File: src/sv/vcu8_pkg.sv
// shared types and constants of the valid-region 2d convolution block
`timescale 1ns / 1ps
package vcu8_pkg;
   localparam int MAX_LINE   = 2048;
   localparam int KMAX       = 5;
   localparam int FRAC_BITS  = 8;
   localparam int HIST       = KMAX - 1;
   localparam int HIST_SLOTS = (HIST > 0) ? HIST : 1;
   localparam int LB_AW      = $clog2(MAX_LINE);
   localparam int NTAP       = KMAX * KMAX;
   localparam int TAP_W      = $clog2(NTAP + 1);
   localparam int KDIM_W     = $clog2(KMAX + 1) + 1;
   localparam int PIX_W      = 8;
   localparam int COEF_W     = 16;
   localparam int PROD_W     = PIX_W + COEF_W + 1;
   localparam int COLSUM_W   = PROD_W + $clog2(KMAX) + 1;
   localparam int TOT_W      = COLSUM_W + $clog2(KMAX) + 1;
   localparam int FIFO_DEPTH = 8;
   localparam int FIFO_AW    = $clog2(FIFO_DEPTH);
   localparam int ADDR_W     = 4;
   localparam int DATA_W     = 32;
   localparam int CNT_W      = 17;

   // register indexes
   localparam logic [1:0] REG_IMAGE_WIDTH  = 2'd0;
   localparam logic [1:0] REG_IMAGE_HEIGHT = 2'd1;
   localparam logic [1:0] REG_KERNEL_ROWS  = 2'd2;
   localparam logic [1:0] REG_KERNEL_COLS  = 2'd3;

   // input item codes
   localparam logic OP_COEF  = 1'b0;
   localparam logic OP_PIXEL = 1'b1;

   typedef logic [PIX_W-1:0]               pix_type;
   typedef logic signed [COEF_W-1:0]       coef_type;
   typedef pix_type  [KMAX-1:0]            col_pix_type;
   typedef coef_type [KMAX-1:0]            col_wt_type;
   typedef logic [HIST_SLOTS*PIX_W-1:0]    hist_type;
   typedef logic signed [COLSUM_W-1:0]     colsum_type;

   // line buffer control from the front stage
   typedef struct packed {
      logic              rd_en;
      logic [LB_AW-1:0]  rd_addr;
      logic              wr_en;
      logic [LB_AW-1:0]  wr_addr;
   } lb_ctrl_type;

   // per-beat tag carried down the pipe
   typedef struct packed {
      logic res;
      logic last;
   } tag_type;
endpackage

File: src/sv/vcu8_cell.sv
// one window column: shifts pixels along the chain and sums its products
`timescale 1ns / 1ps
module vcu8_cell (
   input  logic                  clock,
   input  logic                  shift,
   input  vcu8_pkg::col_pix_type col_in,
   input  vcu8_pkg::col_wt_type  col_wt,
   output vcu8_pkg::col_pix_type col_out,
   output vcu8_pkg::colsum_type  col_sum
);
   import vcu8_pkg::*;

   col_pix_type                pix_ff;
   logic signed [PROD_W-1:0]   prod_ff [KMAX];
   colsum_type                 sum_ff;
   colsum_type                 sum_in;

   assign col_out = pix_ff;
   assign col_sum = sum_ff;

   always_comb begin
      sum_in = '0;
      for (int r = 0; r < KMAX; r++) begin
         sum_in = sum_in + COLSUM_W'(prod_ff[r]);
      end
   end

   always_ff @(posedge clock) begin
      if (shift) begin
         pix_ff <= col_in;
      end
      // zero-weight taps may still hold unset pixels, keep them out of the sum
      for (int r = 0; r < KMAX; r++) begin
         prod_ff[r] <= (col_wt[r] == '0) ? '0 :
                       PROD_W'($signed({1'b0, pix_ff[r]})) * PROD_W'(col_wt[r]);
      end
      sum_ff <= sum_in;
   end
endmodule

File: config.mk
export PLATFORM = sky130hd
export DESIGN_NAME = vcu8_cell
export DESIGN_NICKNAME = d
export VERILOG_FILES = /design/src/sv/vcu8_pkg.sv /design/src/sv/vcu8_cell.sv
export SDC_FILE = /design/constraint.sdc
export NUM_CORES = 2
export LEC_CHECK = 0
export BUFFER_PORTS_ARGS = -buffer_cell sky130_fd_sc_hd__buf_2
export CAP_MARGIN = 25
export CELL_PAD_IN_SITES_DETAIL_PLACEMENT = 1
export CELL_PAD_IN_SITES_GLOBAL_PLACEMENT = 1
export CORE_MARGIN = 2
export CORE_UTILIZATION = 38
export CTS_CLUSTER_DIAMETER = 200
export CTS_CLUSTER_SIZE = 28
export DETAILED_ROUTE_END_ITERATION = 10
export PLACE_DENSITY = 0.72
export SLEW_MARGIN = 15
export SYNTH_ARGS = -nofsm -noshare
export SYNTH_HDL_FRONTEND = slang
export SYNTH_SLANG_ARGS = --single-unit
File: constraint.sdc
create_clock -name clock -period 7.15 [get_ports clock]
set_input_delay 1.43 -clock clock [delete_from_list [all_inputs] [get_ports clock]]
set_output_delay 1.43 -clock clock [all_outputs]
set_load 0.02 [all_outputs]
==> results.md <==
- GRT Overall Usage: 20.5%
- Die height: around 300 µm
- Hold path start: prod_ff[0][100]$_SDFF_PN0_
- # placed instances: 4843
- Initial core utilization: a little under two fifths
- CTS root buffer: clkbuf_16
- Max-cap violations: 0
- Final antenna-violating net count: 0
- Top-area cell type share of the netlist area: 36.6%
- PortBufs: 190
- Synthesized area per cell: 8.87 µm²
- Wirelength per Cell: approximately 17 µm
- Clock Tree Buf Depth: 2
- Initial DRT Pass Iterations: 5
- Finish-stage setup viols: 0
- Setup Buffers After CTS: 0
- Outcome: completed
- Setup_tns: 0 ns
- Die span in x: around 300 µm
- Vias in the first global route: 26.3k
- Req. time, crit path: 7.50 ns
- Post-synth EDFFs: 40
- H-Tree Level Count: 4
- Fmax: 176 MHz
- Share of layout cells above drive strength 1: ~6.2%
- Final Hold Fails: 0
- CTS tree: done
- # DRC: 0
- Mapped Cells: 3623
- Synth Warn #: 0
- Final period util: between 70% and 80%
- Fin nets: 4717
- Clk slew on worst S/H paths: 0.08 ns
- R2r startpoint: col_out[32]$_DFFE_PP_
- Synth Register Bits: 194
- Num CTS Buffers: 17
- Worst setup EP type: register
- Slew @ Worst Pin: 0.924 ns
- Final slew viol count: 0
- Library cells used by synthesis: 62
- Largest net degree at the start of global routing: roughly 40
- Worst Skew: 0.0204 ns
- IO Pins: 191
- Max-slew headroom: roughly 38%
- CP Cell Sequence: buf_2 > nand2_1 > fa_1 > inv_1 > fa_1 > inv_1 > fa_1 > fa_1 > inv_1 > ha_1 > o21a_1 > a2111oi_2 > nor2_1 > o31ai_1 > o22a_1 > nor3b_1 > nor3_1
- DRT iter0 DRCs: 928
- RSZ-0062 raised after global routing: false
- Sequential area share after synthesis: 13.3%
- Drt total wl: 84000 µm
- Post-DR vias/cell: 4.81
- Die area: approximately 87000 µm²
- Synth area leader: fa_1
- Setup Crit Path Kind: in -> reg
- CP peak stage delay: 0.57 ns
- Post-cts sizing count: 0
- Synth Flop Type: dfxtp_1
- Vias: 23.4k
- First-pass GRT wire length: 140000 µm
- Critical path arrival: 6.03 ns
- Initial antenna violation count: 1
- Top cells by area, synth: fa_1, inv_1, ha_1, dfxtp_1, and2_1
- Pre-CTS setup slack: around 0.9 ns
- Fillcell total: about 9.9k
- Core area: 83700 µm²
- Area growth from synthesis to layout: 7.99%
- Detail Placement HPWL: 70400 µm
- Worst Slack Setup Final: 1.47 ns
- CTS sink count: 194
- CP dominant cell by count: fa_1
- Finished Layout Cells: 4876
- HP Class: reg -> reg
- N_diodes: 0
- Cts hold-fix bufs: 0
- Net Count, Synth: 4611
- Final min period: 5.68 ns
- Critical path launch point type: input port
- Critical-path top delay cell: fa_1
- RePlAce Congestion: between 0.8 and 0.9
- Rows: 106
- Synthesized cell area: approximately 32000 µm²
- Post-layout util: about 41%
- Clk_lat worst skew: between 0.5 and 0.6 ns
- GR Overflow Total: 0
- Critical-path maximum fanout: 9
- Critical path origin: col_wt[23]
- Async set or reset register ratio after synthesis: 0%
critical path: cells and delay by family:
family                     cells  cell delay (ns)
buffers and inverters          4             0.34
AOI/OAI and AO/OA              4             1.41
adders and majority gates      5             2.43
and+or+nand+nor                4             0.42
through the flow:
| step | hold slack, ns | area (µm²) |
|---|---|---|
| after floorplan | 0.432 | 32100 |
| after global placement | 0.455 | 34100 |
| after detailed placement | 0.452 | 34100 |
| after CTS | 0.474 | 34700 |
| after global routing | 0.492 | 34700 |
| final | 0.474 | 34700 |
Yosys cell counts (4+ instances only):
master,count
xor2_1,45
nor3b_1,6
nand2_1,349
nor2b_1,27
clkbuf_1,101
fa_1,587
o211ai_1,13
nor4_1,28
nand3_1,17
inv_1,933
nor3_1,32
xnor2_1,70
and2_1,367
and4_1,10
o21a_1,20
o2111ai_1,4
nor2_1,142
a211o_1,7
dfxtp_1,154
ha_1,279
a2111oi_0,4
or2_2,4
o31ai_1,10
and3_1,14
o21ai_0,73
o31a_1,5
a211oi_1,28
a21o_1,52
o21bai_1,13
nand2b_1,15
a21boi_0,5
nand4_1,12
a41oi_1,7
a21oi_1,100
edfxtp_1,40
a31oi_1,12
layout by cell type, fill, tap and decap left out, drive strengths merged, types with 7 or more instances in the layout:
cell	netlist	final
a41oi	7	7
xor2	45	45
xnor2	70	70
clkbuf	102	18
a31oi	12	12
a211oi	29	29
nor2b	27	27
o211ai	13	13
inv	933	941
nand2	349	349
and3	14	14
dfxtp	154	154
a21o	52	52
o21bai	13	13
a21oi	100	100
fa	587	587
a211o	7	7
nand2b	15	15
nor4	28	28
nand3	17	17
edfxtp	40	40
ha	279	279
and2	367	367
and4	10	10
nor3	32	32
nor2	142	142
nand4	12	12
buf	3	192
o21a	20	20
o21ai	73	73
o31ai	10	10
final timing paths:
kind,end,slack (ns),cells after the start
max,prod_ff[0][48]$_SDFF_PN0_,1.47,17
min,col_sum[0]$_DFF_P_,0.47,1
max reg2reg,prod_ff[0][123]$_SDFF_PN0_,1.70,16
min reg2reg,col_sum[0]$_DFF_P_,0.47,1
registers in the layout, summed over array words and instances, names as in the netlist:
signal   cells
col_sum     29
col_out     40
prod_ff    125
per-layer routing:
layer / GRT usage (%) / vias up / wire (µm)
li1: - / 11100 / -
met1: 27.3 / 12000 / 39100
met2: 35.7 / 280 / 41800
met3: 2.16 / 48 / 2090
met4: 4.24 / 0 / 1130
met5: 0 / - / 0
cell families (layout without fill, tap and decap cells):
kind of cell / Yosys count / in the layout / share of synthesized area, %
buffers and inverters: 1038 / 1157 / 12.1
and+or+nand+nor: 1032 / 1032 / 16.2
adders and majority gates: 866 / 866 / 47.4
AOI/OAI and AO/OA: 375 / 375 / 7.63
DFF: 194 / 194 / 13.3
xor gates and xnor gates: 115 / 115 / 3.14
muxes: 3 / 3 / 0.0935
area by class of cell:
cell class                 instances  area [µm²]  area share [%]
clock buffer                      18         429            1.24
tap                             1134        1420            4.09
sequential                       194        4280            12.3
multi-input combinational       2391       23900            69.0
inverter                         933        3500            10.1
timing repair buffer             192         973            2.81
clock inverter                    14         141           0.408
Power is left out: the tool's default activity adds up to more than one toggle a clock period on the data nets, which glitch-free logic cannot reach.
